==> config.mk <==
export PLATFORM = sky130hd
export DESIGN_NAME = watchdog_timer_two_stage
export DESIGN_NICKNAME = d
export VERILOG_FILES = /design/src/wdt_pkg.sv /design/src/wdt_in_stage.sv /design/src/wdt_core.sv /design/src/wdt_out_stage.sv /design/src/watchdog_timer_two_stage.sv
export SDC_FILE = /design/constraint.sdc
export NUM_CORES = 1
export LEC_CHECK = 0
export ABC_CLOCK_PERIOD_IN_PS = 5800
export BUFFER_PORTS_ARGS = -buffer_cell sky130_fd_sc_hd__buf_2
export CAP_MARGIN = 15
export CORE_ASPECT_RATIO = 0.6
export CORE_MARGIN = 5
export CORE_UTILIZATION = 49
export DETAILED_ROUTE_END_ITERATION = 7
export PLACE_DENSITY_LB_ADDON = 0.15
export SKIP_LAST_GASP = 1
export SLEW_MARGIN = 30
export SYNTH_ARGS = -nofsm -noshare
export SYNTH_HDL_FRONTEND = slang
export SYNTH_SLANG_ARGS = --single-unit
==> constraint.sdc <==
create_clock -name clk_i -period 5.8 [get_ports clk_i]
set_clock_uncertainty 0.1 [all_clocks]
set_input_delay 1.74 -clock clk_i [delete_from_list [all_inputs] [get_ports clk_i]]
set_output_delay 1.74 -clock clk_i [all_outputs]
set_load 0.005 [all_outputs]
==> src/wdt_pkg.sv <==
// ---------------------------------------------------------------------------
// wdt_pkg: shared types and constants of the two-stage watchdog timer
// Command codes, register offsets, item and result words, reload function.
// ---------------------------------------------------------------------------
package wdt_pkg;

  localparam int RangeBase = 16;
  localparam int RangeMax  = 15;

  localparam int DataW = 32;
  localparam int AddrW = 8;

  typedef enum logic [1:0] {
    CmdTick  = 2'd0,
    CmdRead  = 2'd1,
    CmdWrite = 2'd2,
    CmdNop   = 2'd3
  } cmd_e;

  localparam logic [AddrW-1:0] OffCr    = 8'h00;
  localparam logic [AddrW-1:0] OffRange = 8'h04;
  localparam logic [AddrW-1:0] OffCount = 8'h08;
  localparam logic [AddrW-1:0] OffKick  = 8'h0c;
  localparam logic [AddrW-1:0] OffStat  = 8'h10;
  localparam logic [AddrW-1:0] OffEoi   = 8'h14;

  localparam logic [DataW-1:0] KickValue = 32'h0000_0076;
  localparam int CrEnBit   = 0;
  localparam int CrRmodBit = 1;

  localparam logic [DataW-1:0] CountReset = 32'h0000_ffff;

  typedef struct packed {
    cmd_e             command;
    logic [AddrW-1:0] address;
    logic [DataW-1:0] write_data;
  } item_t;

  typedef struct packed {
    logic [DataW-1:0] read_data;
    logic             interrupt;
    logic             system_reset;
  } result_t;

  // Reload value for a range selector: 2^(RangeBase+sel)-1, saturating.
  function automatic logic [DataW-1:0] load_value(input logic [3:0] sel);
    int unsigned s;
    int unsigned e;
    s = int'(sel);
    if (s > RangeMax) s = RangeMax;
    e = RangeBase + s;
    if (e >= DataW) begin
      load_value = '1;
    end else begin
      load_value = (DataW'(1) << e) - DataW'(1);
    end
  endfunction

endpackage

==> src/wdt_in_stage.sv <==
// ---------------------------------------------------------------------------
// wdt_in_stage: input register
// Capture one command word per cycle while the slot is empty or advancing; free the slot as it advances.
// ---------------------------------------------------------------------------
module wdt_in_stage
  import wdt_pkg::*;
(
  input  logic  clk_i,
  input  logic  rst_ni,
  input  logic  in_valid_i,
  input  item_t in_item_i,
  output logic  in_ready_o,
  input  logic  advance_i,
  output logic  valid_o,
  output item_t item_o
);

  logic  valid_q, valid_d;
  item_t item_q;

  assign in_ready_o = !valid_q || advance_i;
  assign valid_d    = in_valid_i ? 1'b1 : (valid_q && !advance_i);

  always_ff @(posedge clk_i or negedge rst_ni) begin
    if (!rst_ni) begin
      valid_q <= 1'b0;
    end else if (in_ready_o) begin
      valid_q <= valid_d;
    end
  end

  always_ff @(posedge clk_i) begin
    if (in_ready_o && in_valid_i) begin
      item_q <= in_item_i;
    end
  end

  assign valid_o = valid_q;
  assign item_o  = item_q;

endmodule

==> src/wdt_core.sv <==
// ---------------------------------------------------------------------------
// wdt_core: watchdog register file and counter
// Apply one tick or bus access per advance and form its result word.
// ---------------------------------------------------------------------------
module wdt_core
  import wdt_pkg::*;
(
  input  logic    clk_i,
  input  logic    rst_ni,
  input  logic    fire_i,
  input  item_t   item_i,
  output result_t result_o
);

  logic             enabled_q, enabled_d;
  logic             rmode_q, rmode_d;
  logic [3:0]       trange_q, trange_d;
  logic [3:0]       irange_q, irange_d;
  logic [DataW-1:0] count_q, count_d;
  logic             irq_q, irq_d;
  logic             rst_req_q, rst_req_d;
  logic [DataW-1:0] rd;

  always_comb begin
    enabled_d = enabled_q;
    rmode_d   = rmode_q;
    trange_d  = trange_q;
    irange_d  = irange_q;
    count_d   = count_q;
    irq_d     = irq_q;
    rst_req_d = rst_req_q;
    rd        = '0;
    case (item_i.command)
      CmdTick: begin
        if (enabled_q) begin
          if (count_q != '0) begin
            count_d = count_q - DataW'(1);
          end else begin
            // expiry: first one in interrupt mode warns, otherwise reset
            if (!rmode_q || irq_q) rst_req_d = 1'b1;
            else                   irq_d     = 1'b1;
            count_d = load_value(trange_q);
          end
        end
      end
      CmdRead: begin
        case (item_i.address)
          OffCr:    rd = {{(DataW-2){1'b0}}, rmode_q, enabled_q};
          OffRange: rd = {{(DataW-8){1'b0}}, irange_q, trange_q};
          OffCount: rd = count_q;
          OffStat:  rd = {{(DataW-1){1'b0}}, irq_q};
          OffEoi:   irq_d = 1'b0;
          default:  rd = '0;
        endcase
      end
      CmdWrite: begin
        case (item_i.address)
          OffCr: begin
            rmode_d = item_i.write_data[CrRmodBit];
            if (item_i.write_data[CrEnBit] && !enabled_q) begin
              enabled_d = 1'b1;
              count_d   = load_value(irange_q);
            end
          end
          OffRange: begin
            trange_d = item_i.write_data[3:0];
            irange_d = item_i.write_data[7:4];
          end
          OffKick: begin
            if (item_i.write_data == KickValue) begin
              count_d = load_value(trange_q);
              irq_d   = 1'b0;
            end
          end
          default: ;
        endcase
      end
      default: ;
    endcase
  end

  always_ff @(posedge clk_i or negedge rst_ni) begin
    if (!rst_ni) begin
      enabled_q <= 1'b0;
      rmode_q   <= 1'b0;
      trange_q  <= '0;
      irange_q  <= '0;
      count_q   <= CountReset;
      irq_q     <= 1'b0;
      rst_req_q <= 1'b0;
    end else if (fire_i) begin
      enabled_q <= enabled_d;
      rmode_q   <= rmode_d;
      trange_q  <= trange_d;
      irange_q  <= irange_d;
      count_q   <= count_d;
      irq_q     <= irq_d;
      rst_req_q <= rst_req_d;
    end
  end

  assign result_o.read_data    = rd;
  assign result_o.interrupt    = irq_d;
  assign result_o.system_reset = rst_req_d;

`ifndef ASSERT_OFF
  a_reset_req_sticky: assert property (@(posedge clk_i) disable iff (!rst_ni)
    rst_req_q |=> rst_req_q) else $error("reset request dropped");

  a_enable_sticky: assert property (@(posedge clk_i) disable iff (!rst_ni)
    enabled_q |=> enabled_q) else $error("enable cleared");

  a_irq_from_tick: assert property (@(posedge clk_i) disable iff (!rst_ni)
    (!irq_q ##1 irq_q) |-> ($past(fire_i) && $past(item_i.command) == CmdTick))
    else $error("interrupt raised without a tick");

  a_count_holds: assert property (@(posedge clk_i) disable iff (!rst_ni)
    !fire_i |=> $stable(count_q)) else $error("count moved without a word");
`endif

endmodule

==> src/wdt_out_stage.sv <==
// ---------------------------------------------------------------------------
// wdt_out_stage: result register
// Hold the result word until the sink takes it.
// ---------------------------------------------------------------------------
module wdt_out_stage
  import wdt_pkg::*;
(
  input  logic    clk_i,
  input  logic    rst_ni,
  input  logic    load_i,
  input  result_t result_i,
  output logic    free_o,
  output logic    out_valid_o,
  input  logic    out_ready_i,
  output result_t result_o
);

  logic    valid_q;
  result_t result_q;

  assign free_o = !valid_q || out_ready_i;

  always_ff @(posedge clk_i or negedge rst_ni) begin
    if (!rst_ni) begin
      valid_q <= 1'b0;
    end else if (free_o) begin
      valid_q <= load_i;
    end
  end

  always_ff @(posedge clk_i) begin
    if (load_i) begin
      result_q <= result_i;
    end
  end

  assign out_valid_o = valid_q;
  assign result_o    = result_q;

endmodule

==> src/watchdog_timer_two_stage.sv <==
// Path: a word accepted into the input register passes through the state update into the result register.
// Throughput: one word per clock, set by the state update applied as a word moves from the
// input register to the result register; a stalled master side backs up the slave
// side once both registers hold a word.
// Reset: asynchronous, active low; clears both stages and loads the reset register
// values (disabled, ranges zero, count 0xFFFF, no interrupt, no reset request).
// ---------------------------------------------------------------------------
// watchdog_timer_two_stage: two-stage watchdog timer peripheral
// Ticks and bus accesses arrive as stream words; every word returns one
// result word with read data, the interrupt and the system reset request.
// ---------------------------------------------------------------------------
module watchdog_timer_two_stage
  import wdt_pkg::*;
(
  input  logic        clk_i,
  input  logic        rst_ni,
  // slave side: command words
  input  logic        s_axis_tvalid,
  output logic        s_axis_tready,
  input  logic [39:0] s_axis_tdata,   // [7:0] address, [39:8] write_data
  input  logic [1:0]  s_axis_tuser,   // [1:0] command
  // master side: result words
  output logic        m_axis_tvalid,
  input  logic        m_axis_tready,
  output logic [39:0] m_axis_tdata    // [31:0] read_data, [32] interrupt,
                                      // [33] system_reset, [39:34] zero
);

  item_t   in_item;
  item_t   cur_item;
  logic    cur_valid;
  logic    out_free;
  logic    advance;
  result_t res_d;
  result_t res_q;

  // Unpack the slave word into a command item.
  assign in_item.command    = cmd_e'(s_axis_tuser);
  assign in_item.address    = s_axis_tdata[7:0];
  assign in_item.write_data = s_axis_tdata[39:8];

  // Advance the held item whenever the result register can take its result.
  assign advance = cur_valid && out_free;

  wdt_in_stage u_in (
    .clk_i      (clk_i),
    .rst_ni     (rst_ni),
    .in_valid_i (s_axis_tvalid),
    .in_item_i  (in_item),
    .in_ready_o (s_axis_tready),
    .advance_i  (advance),
    .valid_o    (cur_valid),
    .item_o     (cur_item)
  );

  // Registers and counter change only as an item advances.
  wdt_core u_core (
    .clk_i    (clk_i),
    .rst_ni   (rst_ni),
    .fire_i   (advance),
    .item_i   (cur_item),
    .result_o (res_d)
  );

  wdt_out_stage u_out (
    .clk_i       (clk_i),
    .rst_ni      (rst_ni),
    .load_i      (advance),
    .result_i    (res_d),
    .free_o      (out_free),
    .out_valid_o (m_axis_tvalid),
    .out_ready_i (m_axis_tready),
    .result_o    (res_q)
  );

  // Pack the result word, zero-filled to whole bytes.
  assign m_axis_tdata = {6'b0, res_q.system_reset, res_q.interrupt, res_q.read_data};

endmodule

==> flow_summary.yaml, run 1 <==
outcome:
  outcome: "complete, no violations"
sta:
  fmax_ghz: 0.233
  period_minus_slack_ns: 4.29
  max-slew-margin-rel_pct: 37.1
  tightest_slew_ns: 0.944
  finalSetupTns_ns: 0
  hold_viol_final: 0
  worst_slack_ns: 1.51
  setup_violations: 0
  rsz0062_at_grt: "false"
  slew_viol_final: 0
  finalCritPeriodShare_pct: 74.0
drt:
  wl_per_cell_um: 21.4
  wirelength_mm: 18.2
  postRouteAntennaNets: 0
  drc: 0
  drt_iter0_markers: 642
  drt_pre_antenna_iters: 5
  viasPerCell: 6.34
  vias: 5385
floorplan:
  initial_core_util_pct: 50.2
  die_x_um: 158
  die-height_um: 98.8
  dieArea_um2: 15600
  pin_count: 88
  rows: 32
  core_um2: 12900
global_routing:
  grt_use_total_pct: 23.7
  grt_overflow: 0
  grt_pass1_vias: 5020
  grt_pass1_wl_mm: 28.4
  grt_start_max_net_pins: 47
  antenna_found_initial: 0
worst_setup_path:
  cp-end-kind: "output port"
  critical_path_class: "primary input to output port"
  worst-path-max-fanout: 4
  worstReg2RegEnd: "u_core.count_q[30]"
  r2r_start: "u_core.count_q[25]"
  required_ns: 3.96
  r2r_slack_ns: 2.22
  worst-r2r-cell-count: 6
  critPathLaunchType: "primary input"
  critPathArrivalTime_ns: 2.45
synthesis:
  synthMuxAreaShare_pct: 2.02
  synth_top_area_cell: "edfxtp_1"
  synth-seq-cells: 122
  synth.distinct_cells: 78
  synth_async_sr_flop_share_pct: 37.7
  ys.flop_type: "edfxtp_1"
  syn_inst: 599
  synth-compound-area-share_pct: 17.0
  synth_area_leaders: "edfxtp_1 (35%), dfrtp_1 (12%), dfstp_2 (6.5%)"
  yosysTopAreaCellShare_pct: 35.4
  ys_warn_count: 0
  synth_top_family_by_area: "simple AND/OR/NAND/NOR gates"
  synth_simple_gate_area_share_pct: 22.1
  synth_xor_area_share_pct: 0.272
  synthAdderAreaFrac_pct: 0.776
  synthesis.area_um2: 6450
  synth_edf_count: 76
  syn_avg_cell_area_um2: 10.8
  yosysSeqAreaShare_pct: 53.6
clock_tree:
  ctsHtreeMaxLevel: 4
  ctsResizeCount: 0
  clk_latency_ns: 0.42
  cts-root-buf: "clkbuf_16"
  hold_buffers: 0
  cts_buffers: 17
  clk_pin_slew_worst_paths_ns: 0.05
  cts_setup_buffers: 0
  cts_tree: "done"
  cts_buffer_depth: 2
  clock_sinks: 122
pwr:
  ir_worst_vdd_v: 0.000184
  seqPwrFrac_pct: 43.9
  p_int_w: 0.00175
  clkPwrFrac_pct: 50.1
  swShare_pct: 22.8
  p_comb_share_pct: 6.0
  p_leak_nw: 2.86
  p_switching_w: 0.000518
  p_per_area_nw_per_um2: 303
final_layout:
  fillerInstances: 1115
  layout_common_cells: "buf_2 (81), edfxtp_1 (76), nor2_1 (45)"
  diodes: 0
  drive_above_1_share_pct: 24.2
  nets: 716
  final_cells: 849
  area_growth_pct: 16.6
  layout_commonest_cell: "buf_2"
place:
  numPortBuffers: 81
  dpl_worst_slack_ns: 1.51
  dp_hpwl_mm: 13.1
  dp_cells: 817
  routabilityCongestion: 0.937
worst_hold_path:
  hold_end: "u_core.rst_req_q"
  worstHoldStart: "u_core.rst_req_q"
  hp-class: "register to register"
  holdPathStages: 1
flow_run:
  maxCapViolCount: 0
[layer usage]
metal,share of wire [%],GRT usage (%)
met1,48,38.2
met2,41,31.2
met3,11,6.63
met4,0.89,4.98
met5,0,0
[power groups by stage]
stage	sequential, W	clock, W	combinational (W)
global placement	0.00101	0	0.000132
CTS	0.000998	0.00115	0.000136
global route	0.00100	0.00119	0.000150
floorplan	0.00101	0	0.0000762
finish	0.000998	0.00114	0.000136
detailed placement	0.00101	0	0.000135
[critical path, stage by stage]
cell and delay [ns]:
buf_2 0.09, nand2b_1 0.17, or2_2 0.31, buf_2 0.14
[Yosys cell counts, types with 11 or more instances]
| library cell | number |
|---|---|
| edfxtp_1 | 76 |
| nor2_1 | 45 |
| a21oi_1 | 36 |
| o21ai_0 | 33 |
| dfrtp_1 | 30 |
| and2_1 | 27 |
| nand2_1 | 26 |
| clkbuf_1 | 24 |
| nand3_1 | 21 |
| nor3_1 | 21 |
| nor4_1 | 17 |
| dfstp_2 | 16 |
| a22oi_1 | 14 |
| nand4_1 | 13 |
| or3_1 | 12 |
| nand2b_1 | 11 |
| or4_1 | 11 |
[per-stage QoR]
step	total power [W]	instance area [µm²]	hold slack (ns)	utilization, %
global route	0.00234	7510	0.397	58.5
floorplan	0.00108	6460	0.334	-
finish	0.00227	7510	0.371	58.5
detailed placement	0.00115	6880	0.358	53.5
global placement	0.00114	6880	0.355	53.5
CTS	0.00228	7510	0.373	58.5
[cells by family (layout without fill, tap and decap cells)]
group,Yosys count,in the layout
AO/OA/AOI/OAI,163,163
XOR/XNOR,2,2
adder cells (fa/ha/maj),4,4
buffers and inverters,51,126
flip-flops,122,122
multiplexers,12,12
other,1,6
AND/OR/NAND/NOR,244,244
[state kept, by name, summed over array words and instances, names as in the netlist]
| name | flops |
|---|---|
| u_core.rst_req_q | 1 |
| u_out.out_valid_o | 1 |
| u_core.rmode_q | 1 |
| u_out.result_o | 34 |
| u_core.enabled_q | 1 |
| u_core.irange_q | 4 |
| u_core.irq_q | 1 |
| u_core.trange_q | 4 |
| u_core.count_q | 32 |
| u_in.item_o | 42 |
| u_in.valid_o | 1 |
[layout make-up]
| class | count | area, µm² | area share (%) |
|---|---|---|---|
| clock buffers | 18 | 439 | 5.85 |
| repair buffers | 85 | 435 | 5.80 |
| multi-input cells | 431 | 2740 | 36.5 |
| well taps | 170 | 213 | 2.83 |
| flip-flops and latches | 122 | 3450 | 46.0 |
| clock inverters | 14 | 195 | 2.60 |
| inverters | 9 | 33.8 | 0.450 |
[how the worst max path moves through the flow]
stage / from / to / slack [ns] / depth (start not counted)
6_report: m_axis_tready / s_axis_tready / 1.51 / 4
5_1_grt: m_axis_tready / s_axis_tready / 1.49 / 4
3_3_place_gp: m_axis_tready / s_axis_tready / 1.53 / 4
2_1_floorplan: m_axis_tready / s_axis_tready / 1.77 / 2
4_1_cts: m_axis_tready / s_axis_tready / 1.51 / 4
3_5_place_dp: m_axis_tready / s_axis_tready / 1.51 / 4
Power figures use the tool's default switching activity.
==> run 2, diff against run 1 <==
Settings changed: ABC_AREA set to 1, ABC_CLOCK_PERIOD_IN_PS 5800 to 4400.
Clock period 5.8 ns to 4.4 ns, I/O delays scaled along.
==> run 2 against run 1 <==
- synthesized area grew 4.9%
- clock power grew 30%
- final cell count grew 30%
- power grew 62%
- critical path depth is the same
- routed wire length grew 0.57%
- synthesized cell count grew 40%
- via count grew 11%
- sequential cell count is the same
- worst hold slack lost 0.018 ns
- count of clock-buffer cells in the layout grew 2
- register-to-register slack lost 0.57 ns
==> flow_summary.yaml, run 2 <==
worst_hold_path:
  worstHoldStart: "u_core.rst_req_q"
  hold_end: "u_core.rst_req_q"
  holdPathStages: 2
  hp-class: "register to register"
clock_tree:
  ctsHtreeMaxLevel: 4
  clk_latency_ns: 0.42
  clock_sinks: 122
  hold_buffers: 0
  cts_buffer_depth: 2
  cts_setup_buffers: 0
  cts-root-buf: "clkbuf_16"
  ctsResizeCount: 0
  clk_pin_slew_worst_paths_ns: 0.05
  cts_buffers: 17
  cts_tree: "done"
place:
  routabilityCongestion: 1.02
  numPortBuffers: 81
  placed_area_um2: 7280
  dp_hpwl_mm: 13.4
  dp_cells: 1075
global_routing:
  grt_pass1_wl_mm: 29.1
  grt_pass1_vias: 5433
  grt_use_total_pct: 23.1
  antenna_found_initial: 0
  grt_start_max_net_pins: 43
  grt_overflow: 0
pwr:
  ir_worst_vdd_v: 0.000249
  p_per_area_nw_per_um2: 466
  p_leak_nw: 3.51
  power_w: 0.00369
synthesis:
  yosysTopAreaCellShare_pct: 33.7
  synth-seq-cells: 122
  syn_avg_cell_area_um2: 8.09
  yosysMostFrequentCell: "nand2_1"
  synth_top_area_cell: "edfxtp_1"
  ys_top_cells_by_count: "nand2_1 (197), nor2_1 (128), inv_1 (102)"
  synth_edf_count: 76
  yosysSeqAreaShare_pct: 51.1
  synth_area_leaders: "edfxtp_1 (34%), dfrtp_1 (11%), nand2_1 (11%)"
  ys_warn_count: 0
  synth.distinct_cells: 46
  ys.flop_type: "edfxtp_1"
  syn_inst: 836
  synthesis.area_um2: 6760
  synth_async_sr_flop_share_pct: 37.7
final_layout:
  largest_register_ff_count: 42
  fin_area_um2: 7910
  area_growth_pct: 16.9
  drive_above_1_share_pct: 17.5
  final_cells: 1107
  nets: 969
  layout_commonest_cell: "nand2_1"
  utilization_pct: 58.2
  diodes: 0
  layout_common_cells: "nand2_1 (197), nor2_1 (128), inv_1 (102)"
floorplan:
  core_um2: 13600
  dieArea_um2: 16300
  initial_core_util_pct: 49.8
  die_x_um: 162
  die-height_um: 101
  pin_count: 88
  rows: 33
worst_setup_path:
  critical_path_class: "primary input to output port"
  crit_path_frequent_cell: "buf_2"
  r2r_start: "u_core.trange_q[3]"
  worstReg2RegEnd: "u_core.count_q[24]"
  cp-end-kind: "output port"
  worst-r2r-cell-count: 11
  worst-path-max-fanout: 3
  crit_slowest_cell: "buf_2"
  critPathArrivalTime_ns: 1.71
  required_ns: 2.98
  critPathLaunchType: "primary input"
  r2r_slack_ns: 1.65
  cp_cell_sequence: "buf_2 > inv_1 > nand3_1 > buf_2"
  startpoint: "m_axis_tready"
  cp_slowest_stage_delay_ns: 0.14
sta:
  period_minus_slack_ns: 3.13
  rsz0062_at_grt: "false"
  setup_violations: 0
  hold_viol_final: 0
  finalCritPeriodShare_pct: 71.1
  max-slew-margin-rel_pct: 53.4
  finalSetupTns_ns: 0
  fmax_ghz: 0.320
  slew_viol_final: 0
  tightest_slew_ns: 0.694
drt:
  wirelength_mm: 18.3
  viasPerCell: 5.42
  drt_iter0_markers: 822
  drt_pre_antenna_iters: 8
  vias: 5997
  wl_per_cell_um: 16.5
  postRouteAntennaNets: 0
  drc: 0
outcome:
  outcome: "complete, no violations"
flow_run:
  maxCapViolCount: 0
[run 2: area by class of cell]
| type | instances | area, µm² |
|---|---|---|
| clock buffers | 20 | 457 |
| clock inverters | 12 | 171 |
| fillers | 1247 | 5680 |
| inverters | 108 | 405 |
| multi-input cells | 583 | 2750 |
| flip-flops and latches | 122 | 3450 |
| well taps | 175 | 219 |
| repair buffers | 87 | 453 |
[run 2: routing by layer]
metal	vias up	wire, µm	GRT usage, %
met3	22	2700	9.28
met2	319	7010	29.3
met1	2761	8420	35.9
met5	-	0	0
li1	2895	-	-
met4	0	176	5.52
[run 2: power by group]
group	internal (W)	switching, W	total, W
clock	0.000973	0.000508	0.00148
combinational	0.000196	0.000429	0.000625
sequential	0.00143	0.000154	0.00158
total	0.00260	0.00109	0.00369
[run 2: kinds of logic after synthesis]
group / Yosys count / synth area share (%)
other: 1 / 0.0554
and+or+nand+nor: 479 / 31.4
DFF: 122 / 51.1
adders and majority gates: 4 / 0.740
buffers and inverters: 136 / 8.56
xor gates and xnor gates: 9 / 1.17
AOI/OAI and AO/OA: 85 / 7.03
[run 2: worst max-delay path by stage]
stage,cells after the start,end,slack (ns)
CTS,4,s_axis_tready,1.27
floorplan,2,s_axis_tready,1.51
detailed placement,4,s_axis_tready,1.27
global placement,4,s_axis_tready,1.28
finish,4,s_axis_tready,1.27
global route,4,s_axis_tready,1.20
[run 2: critical path: cells and delay by family]
family | cells | cell delay, ns
simple gates | 1 | 0.09
buf+inv | 3 | 0.28
[run 2: stage by stage]
stage	hold WS (ns)	setup WS, ns
finish	0.353	1.27
global route	0.398	1.20
CTS	0.358	1.27
detailed placement	0.346	1.27
global placement	0.344	1.28
floorplan	0.327	1.51
